**src/rtl/header_footer_byte_deframer_unit_defines.svh**
```systemverilog
// assertion macros used by the deframer rtl
// expects clk_i and rst_ni in the scope of every use
`ifndef HEADER_FOOTER_BYTE_DEFRAMER_UNIT_DEFINES_SVH
`define HEADER_FOOTER_BYTE_DEFRAMER_UNIT_DEFINES_SVH

// same-cycle implication
`define HFBD_ASSERT_NOW(lbl, ante, cons, msg) \
  lbl: assert property (@(posedge clk_i) disable iff (!rst_ni) (ante) |-> (cons)) \
    else $error(msg);

// next-cycle implication
`define HFBD_ASSERT_NEXT(lbl, ante, cons, msg) \
  lbl: assert property (@(posedge clk_i) disable iff (!rst_ni) (ante) |=> (cons)) \
    else $error(msg);

`endif

```
**src/rtl/hfbd_pkg.sv**
```systemverilog
// types, constants and helper functions of the header/footer byte deframer
// no dependencies; used by hfbd_readout and header_footer_byte_deframer_unit
`default_nettype none

package hfbd_pkg;

  localparam int unsigned BufferDepth  = 64;
  localparam int unsigned MaxMarkerLen = 8;
  localparam int unsigned AddrW        = $clog2(BufferDepth);
  localparam int unsigned CountW       = $clog2(BufferDepth + 1);
  localparam int unsigned LenW         = $clog2(MaxMarkerLen + 1);
  localparam int unsigned RecentW      = 8 * MaxMarkerLen;
  localparam int unsigned MarkerW      = 64;
  localparam int unsigned LenRegW      = 4;
  localparam int unsigned CfgIdxW      = 3;
  localparam int unsigned CfgDataW     = 64;

  // configuration register indexes
  localparam logic [CfgIdxW-1:0] CfgAliveByte   = 3'd0;
  localparam logic [CfgIdxW-1:0] CfgHeaderBytes = 3'd1;
  localparam logic [CfgIdxW-1:0] CfgHeaderLen   = 3'd2;
  localparam logic [CfgIdxW-1:0] CfgFooterBytes = 3'd3;
  localparam logic [CfgIdxW-1:0] CfgFooterLen   = 3'd4;

  typedef enum logic [2:0] {
    EvAlive          = 3'd0,
    EvOverflow       = 3'd1,
    EvHeaderInStream = 3'd2,
    EvFooterNoHeader = 3'd3,
    EvEmpty          = 3'd4,
    EvContent        = 3'd5
  } event_e;

  // one result transaction
  typedef struct packed {
    event_e     evt;
    logic [7:0] data;
    logic       last;
  } item_t;

  // control from the byte side to the readout side
  typedef struct packed {
    logic              we;
    logic [AddrW-1:0]  waddr;
    logic [7:0]        wdata;
    logic              push_evt;
    event_e            evt;
    logic              start;
    logic [CountW-1:0] count;
  } req_t;

  // 0 acts as 1, anything above the maximum acts as the maximum
  function automatic logic [LenW-1:0] clamp_len(input logic [LenRegW-1:0] len);
    logic [LenW-1:0] res;
    if (len == '0) begin
      res = LenW'(1);
    end else if (32'(len) > MaxMarkerLen) begin
      res = LenW'(MaxMarkerLen);
    end else begin
      res = LenW'(len);
    end
    return res;
  endfunction

  // true when the buffer holds at least len bytes and its tail equals the marker
  function automatic logic ends_with(input logic [RecentW-1:0] recent,
                                     input logic [MarkerW-1:0] marker,
                                     input logic [LenW-1:0]    len,
                                     input logic [CountW-1:0]  fill);
    logic ok;
    ok = (32'(fill) >= 32'(len));
    for (int k = 0; k < MaxMarkerLen; k++) begin
      if ((k < 32'(len)) && (recent[8*k +: 8] != marker[8*k +: 8])) begin
        ok = 1'b0;
      end
    end
    return ok;
  endfunction

endpackage

`default_nettype wire

```
**src/rtl/header_footer_byte_deframer_unit.sv**
```systemverilog
// Header/footer byte deframer. Bytes arrive on the s_axis channel, one
// transaction per byte. Results leave on the m_axis channel: tuser carries the
// event code, tdata the content byte (zero for other events), tlast marks the
// final result caused by one input byte. Configuration is a plain write port
// (cfg_we_i, cfg_addr_i, cfg_wdata_i); the user must write it only while the
// block is idle, which the block itself does not enforce. Throughput: one
// byte per cycle while m_axis keeps up and no readout is running; single-event
// results go into a two-entry result queue in the cycle the byte is taken and
// are registered there before they reach m_axis. A byte that completes a packet
// starts a readout of the byte store: n content bytes pass through the store's
// registered read port, and s_axis_tready is low during the readout. When the
// receiver stalls, the queue fills and s_axis_tready drops once it holds two
// results or a readout is pending. Reset empties the buffer and queue, leaves
// the stream and restores the register defaults; the byte store is not
// cleared, since only entries written since the last clear are ever read.
// depends on hfbd_pkg and hfbd_readout
`default_nettype none

module header_footer_byte_deframer_unit (
  input  wire logic                          clk_i,
  input  wire logic                          rst_ni,
  // byte input
  input  wire logic                          s_axis_tvalid,
  output logic                               s_axis_tready,
  input  wire logic [7:0]                    s_axis_tdata,   // [7:0] rx_byte
  // result output
  output logic                               m_axis_tvalid,
  input  wire logic                          m_axis_tready,
  output logic [7:0]                         m_axis_tdata,   // [7:0] content_byte
  output logic [2:0]                         m_axis_tuser,   // [2:0] event_res
  output logic                               m_axis_tlast,
  // configuration writes
  input  wire logic                          cfg_we_i,
  input  wire logic [hfbd_pkg::CfgIdxW-1:0]  cfg_addr_i,
  input  wire logic [hfbd_pkg::CfgDataW-1:0] cfg_wdata_i
);

  logic [7:0]                      alive_q;
  logic [hfbd_pkg::MarkerW-1:0]    header_q, footer_q;
  logic [hfbd_pkg::LenRegW-1:0]    header_len_q, footer_len_q;

  logic [hfbd_pkg::AddrW-1:0]      fill_q, fill_d;
  logic [hfbd_pkg::RecentW-1:0]    recent_q, recent_d, recent_nx;
  logic                            inpkt_q, inpkt_d;

  logic                            acc, idle;
  logic [hfbd_pkg::CountW-1:0]     fill_inc, content_n;
  logic [hfbd_pkg::LenW-1:0]       hlen, flen;
  logic                            ovf, hmatch, fmatch;
  hfbd_pkg::req_t                  req;
  hfbd_pkg::item_t                 item;

  assign s_axis_tready = idle;
  assign acc           = s_axis_tvalid && idle;

  // marker matching on the buffer after appending this byte
  assign fill_inc  = {1'b0, fill_q} + hfbd_pkg::CountW'(1);
  assign recent_nx = {recent_q[hfbd_pkg::RecentW-9:0], s_axis_tdata};
  assign hlen      = hfbd_pkg::clamp_len(header_len_q);
  assign flen      = hfbd_pkg::clamp_len(footer_len_q);
  assign ovf       = (fill_inc >= hfbd_pkg::CountW'(hfbd_pkg::BufferDepth));
  assign hmatch    = hfbd_pkg::ends_with(recent_nx, header_q, hlen, fill_inc);
  assign fmatch    = hfbd_pkg::ends_with(recent_nx, footer_q, flen, fill_inc);
  assign content_n = fill_inc - hfbd_pkg::CountW'(flen);

  // per-byte decision
  always_comb begin
    fill_d       = fill_q;
    recent_d     = recent_q;
    inpkt_d      = inpkt_q;
    req.we       = 1'b0;
    req.waddr    = fill_q;
    req.wdata    = s_axis_tdata;
    req.push_evt = 1'b0;
    req.evt      = hfbd_pkg::EvAlive;
    req.start    = 1'b0;
    req.count    = content_n;
    if (acc) begin
      if (s_axis_tdata == alive_q) begin
        fill_d       = '0;
        recent_d     = '0;
        inpkt_d      = 1'b0;
        req.push_evt = 1'b1;
        req.evt      = hfbd_pkg::EvAlive;
      end else begin
        req.we   = 1'b1;
        fill_d   = fill_inc[hfbd_pkg::AddrW-1:0];
        recent_d = recent_nx;
        if (ovf) begin
          fill_d       = '0;
          recent_d     = '0;
          inpkt_d      = 1'b0;
          req.push_evt = 1'b1;
          req.evt      = hfbd_pkg::EvOverflow;
        end else if (hmatch) begin
          fill_d       = '0;
          recent_d     = '0;
          inpkt_d      = 1'b1;
          req.push_evt = inpkt_q;
          req.evt      = hfbd_pkg::EvHeaderInStream;
        end else if (fmatch) begin
          fill_d   = '0;
          recent_d = '0;
          if (!inpkt_q) begin
            req.push_evt = 1'b1;
            req.evt      = hfbd_pkg::EvFooterNoHeader;
          end else begin
            inpkt_d = 1'b0;
            if (content_n == '0) begin
              req.push_evt = 1'b1;
              req.evt      = hfbd_pkg::EvEmpty;
            end else begin
              req.start = 1'b1;
            end
          end
        end
      end
    end
  end

  // framing state
  always_ff @(posedge clk_i or negedge rst_ni) begin
    if (!rst_ni) begin
      fill_q   <= '0;
      recent_q <= '0;
      inpkt_q  <= 1'b0;
    end else begin
      fill_q   <= fill_d;
      recent_q <= recent_d;
      inpkt_q  <= inpkt_d;
    end
  end

  // configuration registers
  always_ff @(posedge clk_i or negedge rst_ni) begin
    if (!rst_ni) begin
      alive_q      <= '0;
      header_q     <= '0;
      header_len_q <= hfbd_pkg::LenRegW'(1);
      footer_q     <= '0;
      footer_len_q <= hfbd_pkg::LenRegW'(1);
    end else if (cfg_we_i) begin
      case (cfg_addr_i)
        hfbd_pkg::CfgAliveByte:   alive_q      <= cfg_wdata_i[7:0];
        hfbd_pkg::CfgHeaderBytes: header_q     <= cfg_wdata_i;
        hfbd_pkg::CfgHeaderLen:   header_len_q <= cfg_wdata_i[hfbd_pkg::LenRegW-1:0];
        hfbd_pkg::CfgFooterBytes: footer_q     <= cfg_wdata_i;
        hfbd_pkg::CfgFooterLen:   footer_len_q <= cfg_wdata_i[hfbd_pkg::LenRegW-1:0];
        default: ;
      endcase
    end
  end

  hfbd_readout u_readout (
    .clk_i        (clk_i),
    .rst_ni       (rst_ni),
    .req_i        (req),
    .idle_o       (idle),
    .item_o       (item),
    .item_valid_o (m_axis_tvalid),
    .item_ready_i (m_axis_tready)
  );

  assign m_axis_tuser = item.evt;
  assign m_axis_tdata = item.data;
  assign m_axis_tlast = item.last;

endmodule

`default_nettype wire

```
**src/rtl/hfbd_readout.sv**
```systemverilog
// byte store memory, content readout sequencer and two-entry result queue
// depends on hfbd_pkg and header_footer_byte_deframer_unit_defines.svh
`default_nettype none
`include "header_footer_byte_deframer_unit_defines.svh"

module hfbd_readout (
  input  wire logic           clk_i,
  input  wire logic           rst_ni,
  input  wire hfbd_pkg::req_t req_i,
  output logic                idle_o,
  output hfbd_pkg::item_t     item_o,
  output logic                item_valid_o,
  input  wire logic           item_ready_i
);

  logic [7:0]                     mem [hfbd_pkg::BufferDepth];
  logic [7:0]                     mem_q;
  logic [hfbd_pkg::CountW-1:0]    rd_rem_q, rd_rem_d;
  logic [hfbd_pkg::AddrW-1:0]     rd_addr_q, rd_addr_d;
  logic                           pend_q, pend_d;
  logic                           pend_last_q, pend_last_d;
  hfbd_pkg::item_t                fifo_q [2];
  logic                           wr_ptr_q, rd_ptr_q;
  logic [1:0]                     cnt_q, cnt_d;
  logic [1:0]                     occ;
  logic                           pop, push, issue;
  hfbd_pkg::item_t                push_item;

  // output side of the queue
  assign item_valid_o = (cnt_q != 2'd0);
  assign item_o       = fifo_q[rd_ptr_q];
  assign pop          = item_valid_o && item_ready_i;

  // read issue keeps queue plus in-flight read within two entries
  assign occ   = cnt_q + {1'b0, pend_q};
  assign issue = (rd_rem_q != '0) && ((occ < 2'd2) || ((occ == 2'd2) && pop));

  assign idle_o = (rd_rem_q == '0) && !pend_q && (cnt_q != 2'd2);

  // queue push source: returning read data or a single event
  always_comb begin
    push_item.evt  = hfbd_pkg::EvContent;
    push_item.data = mem_q;
    push_item.last = pend_last_q;
    push           = pend_q;
    if (req_i.push_evt) begin
      push_item.evt  = req_i.evt;
      push_item.data = '0;
      push_item.last = 1'b1;
      push           = 1'b1;
    end
  end

  // readout sequencer next state
  always_comb begin
    rd_rem_d    = rd_rem_q;
    rd_addr_d   = rd_addr_q;
    pend_d      = 1'b0;
    pend_last_d = pend_last_q;
    if (req_i.start) begin
      rd_rem_d  = req_i.count;
      rd_addr_d = '0;
    end else if (issue) begin
      rd_rem_d    = rd_rem_q - hfbd_pkg::CountW'(1);
      rd_addr_d   = rd_addr_q + hfbd_pkg::AddrW'(1);
      pend_d      = 1'b1;
      pend_last_d = (rd_rem_q == hfbd_pkg::CountW'(1));
    end
  end

  always_comb begin
    cnt_d = cnt_q;
    if (push && !pop) begin
      cnt_d = cnt_q + 2'd1;
    end else if (!push && pop) begin
      cnt_d = cnt_q - 2'd1;
    end
  end

  // control registers
  always_ff @(posedge clk_i or negedge rst_ni) begin
    if (!rst_ni) begin
      rd_rem_q    <= '0;
      rd_addr_q   <= '0;
      pend_q      <= 1'b0;
      pend_last_q <= 1'b0;
      wr_ptr_q    <= 1'b0;
      rd_ptr_q    <= 1'b0;
      cnt_q       <= 2'd0;
    end else begin
      rd_rem_q    <= rd_rem_d;
      rd_addr_q   <= rd_addr_d;
      pend_q      <= pend_d;
      pend_last_q <= pend_last_d;
      cnt_q       <= cnt_d;
      if (push) begin
        wr_ptr_q <= ~wr_ptr_q;
      end
      if (pop) begin
        rd_ptr_q <= ~rd_ptr_q;
      end
    end
  end

  // queue storage
  always_ff @(posedge clk_i) begin
    if (push) begin
      fifo_q[wr_ptr_q] <= push_item;
    end
  end

  // byte store, one write and one registered read port
  always_ff @(posedge clk_i) begin
    if (req_i.we) begin
      mem[req_i.waddr] <= req_i.wdata;
    end
    if (issue) begin
      mem_q <= mem[rd_addr_q];
    end
  end

  `HFBD_ASSERT_NOW(a_no_queue_overflow, push && !pop, cnt_q != 2'd2, "result queue overflow")
  `HFBD_ASSERT_NOW(a_single_push_source, req_i.push_evt, !pend_q, "event push during readout")
  `HFBD_ASSERT_NOW(a_start_when_idle, req_i.start || req_i.we, (rd_rem_q == '0) && !pend_q,
                   "new byte while readout active")
  `HFBD_ASSERT_NEXT(a_issue_returns, issue, pend_q, "issued read did not return")

endmodule

`default_nettype wire
```
**config.mk**
```make
export PLATFORM = sky130hd
export DESIGN_NAME = header_footer_byte_deframer_unit
export DESIGN_NICKNAME = d
export VERILOG_FILES = /design/src/rtl/hfbd_pkg.sv /design/src/rtl/header_footer_byte_deframer_unit.sv /design/src/rtl/hfbd_readout.sv
export VERILOG_INCLUDE_DIRS = /design/src /design/src/rtl
export SDC_FILE = /design/constraint.sdc
export NUM_CORES = 1
export LEC_CHECK = 0
export ABC_AREA = 1
export CELL_PAD_IN_SITES_DETAIL_PLACEMENT = 1
export CELL_PAD_IN_SITES_GLOBAL_PLACEMENT = 2
export CORE_ASPECT_RATIO = 1.1
export CORE_MARGIN = 1
export CORE_UTILIZATION = 29
export DETAILED_ROUTE_END_ITERATION = 10
export DONT_BUFFER_PORTS = 1
export GPL_TIMING_DRIVEN = 0
export PLACE_DENSITY = 0.63
export SYNTH_ARGS = -nofsm -noshare
export SYNTH_HDL_FRONTEND = slang
export SYNTH_HIERARCHICAL = 1
export SYNTH_SLANG_ARGS = --single-unit
```
**constraint.sdc**
```tcl
create_clock -name clk_i -period 3.25 [get_ports clk_i]
set_input_delay 0.1625 -clock clk_i [delete_from_list [all_inputs] [get_ports clk_i]]
set_output_delay 0.1625 -clock clk_i [all_outputs]
set_load 0.01 [all_outputs]
```
* Word level (Yosys, flattened, before mapping)
Memories as Yosys holds them, arrays and structs flattened. A register that Yosys moved wholly into a read port is not among the register bits.
Cells that the tools add are included.
** Word-level totals
- Bits in registers :: 226
- Bits of input ports :: 80
- Bits in writable memories :: 536
- Output and inout port bits :: 14
- Logic and storage cells :: 178
- Memories kept :: 2
** Memory list
- u_readout.mem :: depth 64, width 8, rd ports 1, clocked after Yosys merged registers in 1, wr ports 1, RTL line hfbd_readout.sv:16 : logic [7:0] mem [hfbd_pkg::BufferDepth];
- u_readout.fifo_q :: depth 2, width 12, rd ports 1, clocked after Yosys merged registers in 0, wr ports 1, RTL line hfbd_readout.sv:22 : hfbd_pkg::item_t fifo_q [2];
** Operators by class
- Multiplexer cells :: 60
- Eq/ne operators :: 24
- Reductions and logical operators :: 45
- Bitwise operators :: 3
- $lt $le $gt $ge :: 22
- Add/subtract/negate cells :: 7
** Operator list (count)
- $mux 56 :: 4
- $ne 8x8->1 :: 16
- $mux 4 :: 9
- $mux 6 :: 6
- $mux 1 :: 34
- $lt 3x4->1 const A :: 8
- $logic_and 1x1->1 :: 24
- $lt 1x4->1 const A :: 4
- $lt 2x4->1 const A :: 4
- $ge 7x4->1 :: 2
- $logic_not 7->1 :: 2
- $mux 7 :: 2
- $reduce_and 2->1 :: 7
- $mux 12 :: 1
- $mux 5 :: 2
- $eq 8x8->1 :: 1
- $gt 4x4->1 const B :: 2
- $logic_not 4->1 :: 2
- $add 6x1->7 const B :: 1
- $eq 7x1->1 const B :: 1
- $ge 7x7->1 const B :: 1
- $reduce_bool 7->1 :: 1
- $sub 7x1->7 const B :: 1
- $sub 7x4->7 :: 1
- other kinds (17) :: 25

* Longest topological paths before layout
Gate-level depths: netlist (run 1).
- Word-level depth :: 23
- Gate-level depth with buffers :: 23
- Depth with buffers taken out :: 23

* By module
Netlist (run 1), hierarchy kept.
** By module, submodules not included
- hfbd_readout :: instances 1, area each 23316.1 um^2, cells an instance 2008, seq. area each 16811.1 um^2
- header_footer_byte_deframer_unit :: instances 1, area each 10502.6 um^2, cells an instance 1275, seq. area each 5182.5 um^2

* Worst setup path before layout (run 1)
No wires, ideal clock.
- Kind :: flip-flop to flip-flop
- Start :: register u_readout/rd_rem_q[0] (netlist bit)
- End :: memory u_readout/fifo_q[1][0] (netlist bit) (enable)
- Stages on the path, launching flop included :: 12
- Slack :: -119 ps
- Path buffers :: 1
- Data required time :: 2870 ps
- Arrival time :: 2989 ps
- Period minus slack after synthesis :: 3369 ps
- Library setup time :: 380 ps
- Cells stage by stage :: dfrtp_1 -> inv_1 -> ha_1 -> nand3_1 -> a211oi_1 -> nand2_1 -> inv_2 -> dlygate4sd3_1 -> o21ai_0 -> nor2_1 -> nor2_1 -> nor2_1
** RTL lines
- start: declaration :: RTL line hfbd_readout.sv:18 : logic [hfbd_pkg::CountW-1:0] rd_rem_q, rd_rem_d;
- start signal: assignment :: RTL line hfbd_readout.sv:91 : rd_rem_q <= rd_rem_d;
- end: declaration :: RTL line hfbd_readout.sv:22

==> summary.md, run 1 <==
| Metric | Value |
|---|---|
| Pin count of the biggest net entering global routing | `~230` |
| Final ANT Viol Nets | `0` |
| Synth cell types | `45` |
| Mapped Area | `approximately 0.034 mm2` |
| Die H | `approximately 360 um` |
| Num CTS Buffers | `89` |
| H-tree depth | `3` |
| Initial Utilization | `0.292` |
| Core Box Area | `roughly 0.12 mm2` |
| CP required | `3.64 ns` |
| GPL Wtd Cong | `a little over 0.8` |
| Min Clock Period, post-route | `around 3.3 ns` |
| Final slew viol count | `0` |
| Worst Skew | `0.0323 ns` |
| Share of the yosys chip area belonging to registers | `0.650` |
| Crit path cell chain | `inv_2 > o21ai_1 > nand2_1 > inv_2 > ha_4 > inv_2 > fa_2 > xor2_2 > nor3_1 > nand2_1 > nor3_2 > nand2_2 > a21oi_2 > nor2_2 > nor2_4 > nor2_4 > buf_6 > nor2_4 > clkbuf_16` |
| Ys flop type | `edfxtp_1` |
| Top cell type's share of synthesized area | `0.483` |
| Synth Net Count | `about 3400` |
| GRT Total Usage | `0.196` |
| Mean Syn Cell Area | `between 10 and 15 um2` |
| Slew @ Worst Pin | `approximately 0.97 ns` |
| Most common cell in the netlist | `nand2_1` |
| Post-Syn Instances | `roughly 3300` |
| Yosys reg bits | `between 700 and 800` |
| GRT met3 Usage | `0.0222` |
| Status | `finished with violations` |
| WHS | `-0.819 ns` |
| CTS Buffer Depth | `3` |
| Detail Placement HPWL | `approximately 76 mm` |
| Max_cap viols | `0` |
| Ports | `94` |
| Crit-path leading delay family | `simple AND/OR/NAND/NOR gates` |
| DR iter-0 viols | `1240` |
| Clock transition at path regs | `~0.06 ns` |
| Row count | `131` |
| Largest area contributor in the netlist | `edfxtp_1` |
| Setup CP Type | `flop to flop` |
| CP max FO | `5` |
| Top cells by area, synth | `edfxtp_1, dfrtp_1, nand2_1, nand3_1, o21ai_0` |
| DIE AREA | `about 0.12 mm2` |
| Vias in the first global route | `between 20000 and 30000` |
| Fin nets | `between 3000 and 4000` |
| Hold Crit Class | `input port to async pin` |
| Pre-CTS WS | `-1.61 ns` |
| Total power per unit cell area | `just under 900 mW/mm2` |
| Met1 usage | `0.239` |
| Arrival @ worst endpoint | `between 3 and 4 ns` |
| Startpoint types | `flop` |
| Total grt overflow | `0` |
| Hold_buf cts | `90` |
| Antenna violations before repair | `3` |
| Ys Warns | `6` |
| DR vias | `between 20000 and 25000` |
| Unrepaired setup endpoints after global routing | `true` |
| Worst path slowest cell | `dfstp_2` |
| Violated checks | `negative hold slack, negative setup slack` |
| First-pass GRT wire length | `roughly 170 mm` |
| TritonCTS clock tree | `built` |
| GRT Max-Usage Layer | `met2` |
| Tcrit/Tclk final | `1.01` |
| Crit end category | `flop` |
| Final setup viols | `9` |
| Layout area overhead | `20.8%` |
| Wire per inst | `22.5 um` |
| Routed WL | `around 120 mm` |
| Fmax | `between 300 and 400 MHz` |
| Setup ws final | `-0.0315 ns` |
| Port buffer count | `0` |
| Most frequent cells after synthesis | `nand2_1, edfxtp_1, nand3_1` |
| Via density | `4.72` |
| Finished Layout Cells | `between 5000 and 6000` |
| Clock latency at the later pin of the worst-skew pair | `between 0.6 and 0.7 ns` |
| Ys async rst share | `0.294` |
| Fillers | `approximately 13000` |
| Leak pwr | `around 0.016 uW` |
| Final Hold Fails | `approximately 230` |
| Buf/Inv on CP | `5` |
| Met2 Usage GRT | `0.357` |
| Drt drc | `0` |
| Relative slew slack | `0.353` |
| Sink Count | `between 700 and 800` |
| Root buf cell | `clkbuf_16` |
| Layout cells sized above 1 | `0.137` |
| Worst stage delay on the critical path | `around 0.53 ns` |
| Maximum VDD drop | `around 0.46 mV` |
| EDFF count, synth | `544` |
| Cell count after placement | `between 4000 and 5000` |
| Die Width | `328 um` |
| Drt first pass iters | `5` |
per-stage QoR:
step / power (uW) / area [um2] / utilization / hold WS [ns] / setup TNS, ns
after detailed placement: 24500 / 35800 / 0.309 / -0.123 / -711.51
after global routing: 37500 / 40800 / 0.352 / -0.843 / -5.74
final: 35500 / 40800 / 0.352 / -0.819 / -0.169
after global placement: 24300 / 35700 / 0.308 / -0.122 / -744.10
after floorplan: 19800 / 33800 / - / -0.133 / 0
after CTS: 35700 / 40600 / 0.350 / -0.866 / -0.230
cell families (layout without fill, tap and decap cells):
family                   after synthesis  in the layout  synth area share
AO/OA/AOI/OAI                        248            248            0.0432
XOR/XNOR                             124            124            0.0321
adder cells (fa/ha/maj)               16             16           0.00614
buffers and inverters                348            662            0.0497
flip-flops                           770            770             0.650
other                                  0              2                 0
AND/OR/NAND/NOR                     1777           1777             0.219
cell usage in the layout (no fill, tap or decap), types with 69 or more instances in the layout:
master,Yosys,final
inv_1,174,165
o21ai_0,162,158
clkbuf_16,0,92
nand3_1,452,451
buf_4,24,78
dlygate4sd3_1,4,84
nand2_1,1127,1119
xnor2_1,69,69
dfrtp_1,224,222
edfxtp_1,544,544
area by class of cell:
cell class	count	area, um2	share of cell area
flip-flops and latches	770	22000	0.539
multi-input cells	2165	10700	0.263
clock buffers	110	2390	0.0585
well taps	1529	1910	0.0468
repair buffers	153	1580	0.0388
plain buffers	165	986	0.0241
inverters	181	693	0.0170
clock inverters	53	547	0.0134
diodes	2	5.00	0.000123
sequential cells by signal (all words and copies together) (netlist names):
signal,cells
u_readout/wr_ptr_q,1
u_readout/rd_rem_q,7
u_readout/rd_ptr_q,1
inpkt_q,1
u_readout/pend_q,1
u_readout/fifo_q,24
header_len_q,4
header_q,64
u_readout/mem,512
u_readout/cnt_q,2
u_readout/pend_last_q,1
u_readout/mem_q,8
footer_q,64
u_readout/rd_addr_q,6
fill_q,6
footer_len_q,4
alive_q,8
recent_q,56
per-layer routing:
layer  up-vias  part of all wire
li1      11500                 -
met1     12200              0.42
met2       355              0.52
met3       136             0.031
met4         0             0.026
met5         -                 0
power breakdown:
group          leakage, uW  switching [uW]  internal, uW
clock network      0.00143            4200          5940
registers          0.00771             923         11600
logic              0.00704            8680          4220
total               0.0162           13800         21800
worst register-to-register path, stage by stage (launching register included):
cell	delay, ns
dfstp_2	0.53
inv_2	0.04
o21ai_1	0.06
nand2_1	0.10
inv_2	0.10
ha_4	0.14
inv_2	0.04
fa_2	0.39
xor2_2	0.20
nor3_1	0.14
nand2_1	0.09
nor3_2	0.18
nand2_2	0.09
a21oi_2	0.14
nor2_2	0.06
nor2_4	0.17
nor2_4	0.07
buf_6	0.13
nor2_4	0.16
clkbuf_16	0.18
timing repair:
action	4_1_cts	5_1_grt
pin swaps	32	24
hold endpoints to repair	893	226
setup buffers	46	11
cloned	0	1
resized for setup	129	44
endpoints found under the setup margin	638	527
path summary, 6_finish.rpt:
kind                                  from  cells after the start                endpoint  slack [ns]
max in group asynchronous           rst_ni                      0               fill_q[3]        3.76
setup reg to reg           footer_len_q[0]                     19  u_readout/fifo_q[0][0]       -0.03
hold reg to reg            header_len_q[2]                      2         header_len_q[2]        0.49
hold / removal                      rst_ni                      0            recent_q[13]       -0.82
setup / recovery           footer_len_q[0]                     19  u_readout/fifo_q[0][0]       -0.03
min in group clk_i           cfg_addr_i[1]                      4             footer_q[3]        0.04
No activity file was read; power rests on OpenSTA's default activity.
==> run 2: changes to the inputs <==
ABC_AREA = 0   (was 1)
PLACE_DENSITY = 0.57   (was 0.63)
==> summary.md, run 2 <==
| Metric | Value |
|---|---|
| Vias in the first global route | `19600 (-23%)` |
| TritonCTS clock tree | `built` |
| Mean Syn Cell Area | `17.4 um2 (+69%)` |
| CP required | `3.78 ns (+0.14 ns)` |
| Reg-to-reg endpoint | `u_readout/cnt_q[1]` |
| Drt first pass iters | `5 (unchanged)` |
| Antenna violations before repair | `11 (+8)` |
| Final Util | `0.369 (+0.0164)` |
| Via density | `4.92 (+4.3%)` |
| Setup TNS Final | `-9.21 ns (-9.04 ns)` |
| Fin nets | `2211 (-39%)` |
| Arrival @ worst endpoint | `4.04 ns (+0.37 ns)` |
| Slew @ Worst Pin | `1.25 ns (+0.285 ns)` |
| Total power per unit cell area | `761 mW/mm2 (-13%)` |
| Largest registers | `u_readout/mem (512), footer_q (64), header_q (64)` |
| Relative slew slack | `0.162 (-0.191)` |
| Crit. Startpoint | `fill_q[1]` |
| Core Box Area | `0.108 mm2 (-6.8%)` |
| Cell Int Power | `21000 uW (-3.7%)` |
| DR iter-0 viols | `957 (-23%)` |
| Most common cell in the netlist | `edfxtp_1` |
| Initial Utilization | `0.294 (+0.00230)` |
| EDFF count, synth | `544 (unchanged)` |
| Pre-CTS WS | `-2.47 ns (-0.862 ns)` |
| Unrepaired setup endpoints after global routing | `true` |
| Most frequent CP cell | `ha_4` |
| Final ANT Viol Nets | `0 (unchanged)` |
| Worst Skew | `0.0222 ns (-0.0101 ns)` |
| Layout area overhead | `25.4%` |
| Worst path slowest cell | `or4_4` |
| CP max FO | `4 (-1)` |
| First-pass GRT wire length | `137 mm (-19%)` |
| R2R depth | `15 (-4)` |
| Sw Ratio | `0.308 (-0.0797)` |
| Row count | `126 (-3.8%)` |
| Num CTS Buffers | `85 (-4.5%)` |
| Ys async rst share | `0.294 (unchanged)` |
| DIE AREA | `0.111 mm2 (-6.0%)` |
| H-tree depth | `3 (unchanged)` |
| Crit end category | `flop` |
| Leak pwr | `0.0137 uW (-16%)` |
| GPL Wtd Cong | `0.805 (-2.6%)` |
| Port buffer count | `0 (unchanged)` |
| Startpoint types | `flop` |
| GRT Total Usage | `0.170 (-0.0258)` |
| Largest area contributor in the netlist | `edfxtp_1` |
| Crit path cell chain | `ha_4 > ha_4 > nor2b_4 > o21ai_4 > a21oi_2 > or4_4 > a2111oi_4 > o211ai_1 > a31oi_4 > nor2_4 > inv_2 > ha_4 > xor2_2 > nor2_2 > xor2_1` |
| Crit-path leading delay family | `compound AO/OA/AOI/OAI gates` |
| Mapped Area | `0.0318 mm2 (-6.1%)` |
| Final slew viol count | `0 (unchanged)` |
| Synth cell types | `65 (+44%)` |
| Maximum VDD drop | `0.453 mV (-0.78%)` |
| Die H | `349 um (-3.1%)` |
| Sequential power share | `0.398 (+0.046)` |
| Violated checks | `negative hold slack, negative setup slack` |
| Setup CP Type | `flop to flop` |
| Ports | `94 (unchanged)` |
| Sink Count | `770 (unchanged)` |
| Final Hold Fails | `226 (unchanged)` |
| Share of the yosys chip area belonging to registers | `0.692 (+0.0421)` |
| Die Width | `318 um (-3.1%)` |
| Ys flop type | `edfxtp_1` |
| Worst r2r src | `fill_q[1]` |
| Root buf cell | `clkbuf_16` |
| Largest Register | `u_readout/mem` |
| Ys Warns | `6 (unchanged)` |
| CTS Buffer Depth | `3 (unchanged)` |
| Post-DP Area | `0.0339 mm2 (-5.3%)` |
| WHS | `-0.792 ns (+0.0268 ns)` |
| Clock latency at the later pin of the worst-skew pair | `0.66 ns (-0.03 ns)` |
| Min Clock Period, post-route | `3.51 ns (+0.229 ns)` |
| Tcrit/Tclk final | `1.08 (+0.0703)` |
| Worst stage delay on the critical path | `0.54 ns (about the same)` |
| Commonest non-fill, non-tap cell in the layout | `edfxtp_1` |
| Layout cells sized above 1 | `0.326 (+0.189)` |
| Buf/Inv on CP | `1 (-4)` |
| Total grt overflow | `0 (unchanged)` |
| Crit path to | `u_readout/cnt_q[1]` |
| Status | `finished with violations` |
| Yosys reg bits | `770 (unchanged)` |
| Final Instance Area | `0.0398 mm2 (-2.5%)` |
| Setup ws final | `-0.260 ns (-0.229 ns)` |
| Clock transition at path regs | `0.06 ns (about the same)` |
| Drt drc | `0 (unchanged)` |
| Commonest non-fill, non-tap cells in the layout | `edfxtp_1, dfrtp_1, mux2_2` |
| Max_cap viols | `0 (unchanged)` |
| Top cell type's share of synthesized area | `0.514 (+0.0312)` |
| Clock network fraction of total power | `0.331 (+0.046)` |
| Detail Placement HPWL | `58.8 mm (-23%)` |
| DR vias | `17700 (-27%)` |
| Post-Syn Instances | `1829 (-44%)` |
| Fmax | `285 MHz (-6.5%)` |
| Hold Crit Class | `input port to async pin` |
| Routed WL | `93.3 mm (-19%)` |
| Switch Pwr | `9350 uW (-32%)` |
| Pin count of the biggest net entering global routing | `227 (unchanged)` |
| Top cells by area, synth | `edfxtp_1, dfrtp_1, mux4_2, mux2_2, xnor2_1` |
| Final setup viols | `65 (+56)` |
| Most frequent cells after synthesis | `edfxtp_1, dfrtp_1, mux2_2` |
| Wire per inst | `26.0 um (+16%)` |
| Synth Net Count | `1925 (-43%)` |
| FF-to-FF setup slack | `-0.26 ns (-0.23 ns)` |
| Critical path depth | `15 (-4)` |
| Max reg flops | `512 (unchanged)` |
| Combinational power share | `0.271 (-0.092)` |
[run 2: area by class of cell]
| cell class | count | area [um2] |
|---|---|---|
| Sequential cell | 770 | 22000 |
| Multi-Input combinational cell | 956 | 10100 |
| Timing Repair Buffer | 201 | 2430 |
| Clock inverter | 47 | 611 |
| Tap cell | 1408 | 1760 |
| Inverter | 15 | 58.8 |
| Fill cell | 10700 | 68200 |
| Clock buffer | 107 | 2270 |
| Antenna cell | 3 | 7.51 |
| Buffer | 86 | 531 |
[run 2: worst min path at each step]
stage                      start           end
after floorplan           rst_ni    alive_q[0]
after global placement    rst_ni  footer_q[29]
after detailed placement  rst_ni  header_q[29]
after CTS                 rst_ni  header_q[29]
after global routing      rst_ni  footer_q[29]
final                     rst_ni  footer_q[29]
[run 2: timing repair]
item                                    CTS  global route
endpoints found under the setup margin  639           581
buffers inserted                         90            21
hold endpoints to repair                893           227
gates resized for setup                 138            23
cloned                                    1             0
hold buffers                             89             1
pin swaps                                64            20
[run 2: power groups by stage]
| stage | Clock (uW) | Combinational [uW] | Sequential [uW] |
|---|---|---|---|
| 2_1_floorplan | 0 | 5120 | 12000 |
| 3_3_place_gp | 0 | 7600 | 12200 |
| 3_5_place_dp | 0 | 7710 | 12300 |
| 4_1_cts | 10400 | 8300 | 12100 |
| 5_1_grt | 10700 | 8800 | 12200 |
| 6_report | 10000 | 8200 | 12100 |
[run 2: kinds of logic after synthesis]
family	synth area share
muxes	0.151
DFF	0.692
AOI/OAI and AO/OA	0.0465
buffers and inverters	0.0154
adders and majority gates	0.00654
xor gates and xnor gates	0.0436
and+or+nand+nor	0.0446
[run 2: per-layer routing]
layer  vias up  wire (um)  GRT usage
met3       136       3490     0.0278
met1      9512      38100      0.207
met4         6       2120     0.0475
met2       301      49600      0.308
li1       7739          -          -
met5         -         32          0
[run 2: metrics by stage]
step / power (uW) / std cells / hold slack, ns
after floorplan: 17100 / 1829 / -0.133
after global placement: 19800 / 3237 / -0.120
after detailed placement: 20000 / 3237 / -0.119
after CTS: 30700 / 3569 / -0.843
after global routing: 31600 / 3593 / -0.845
final: 30300 / 3593 / -0.792
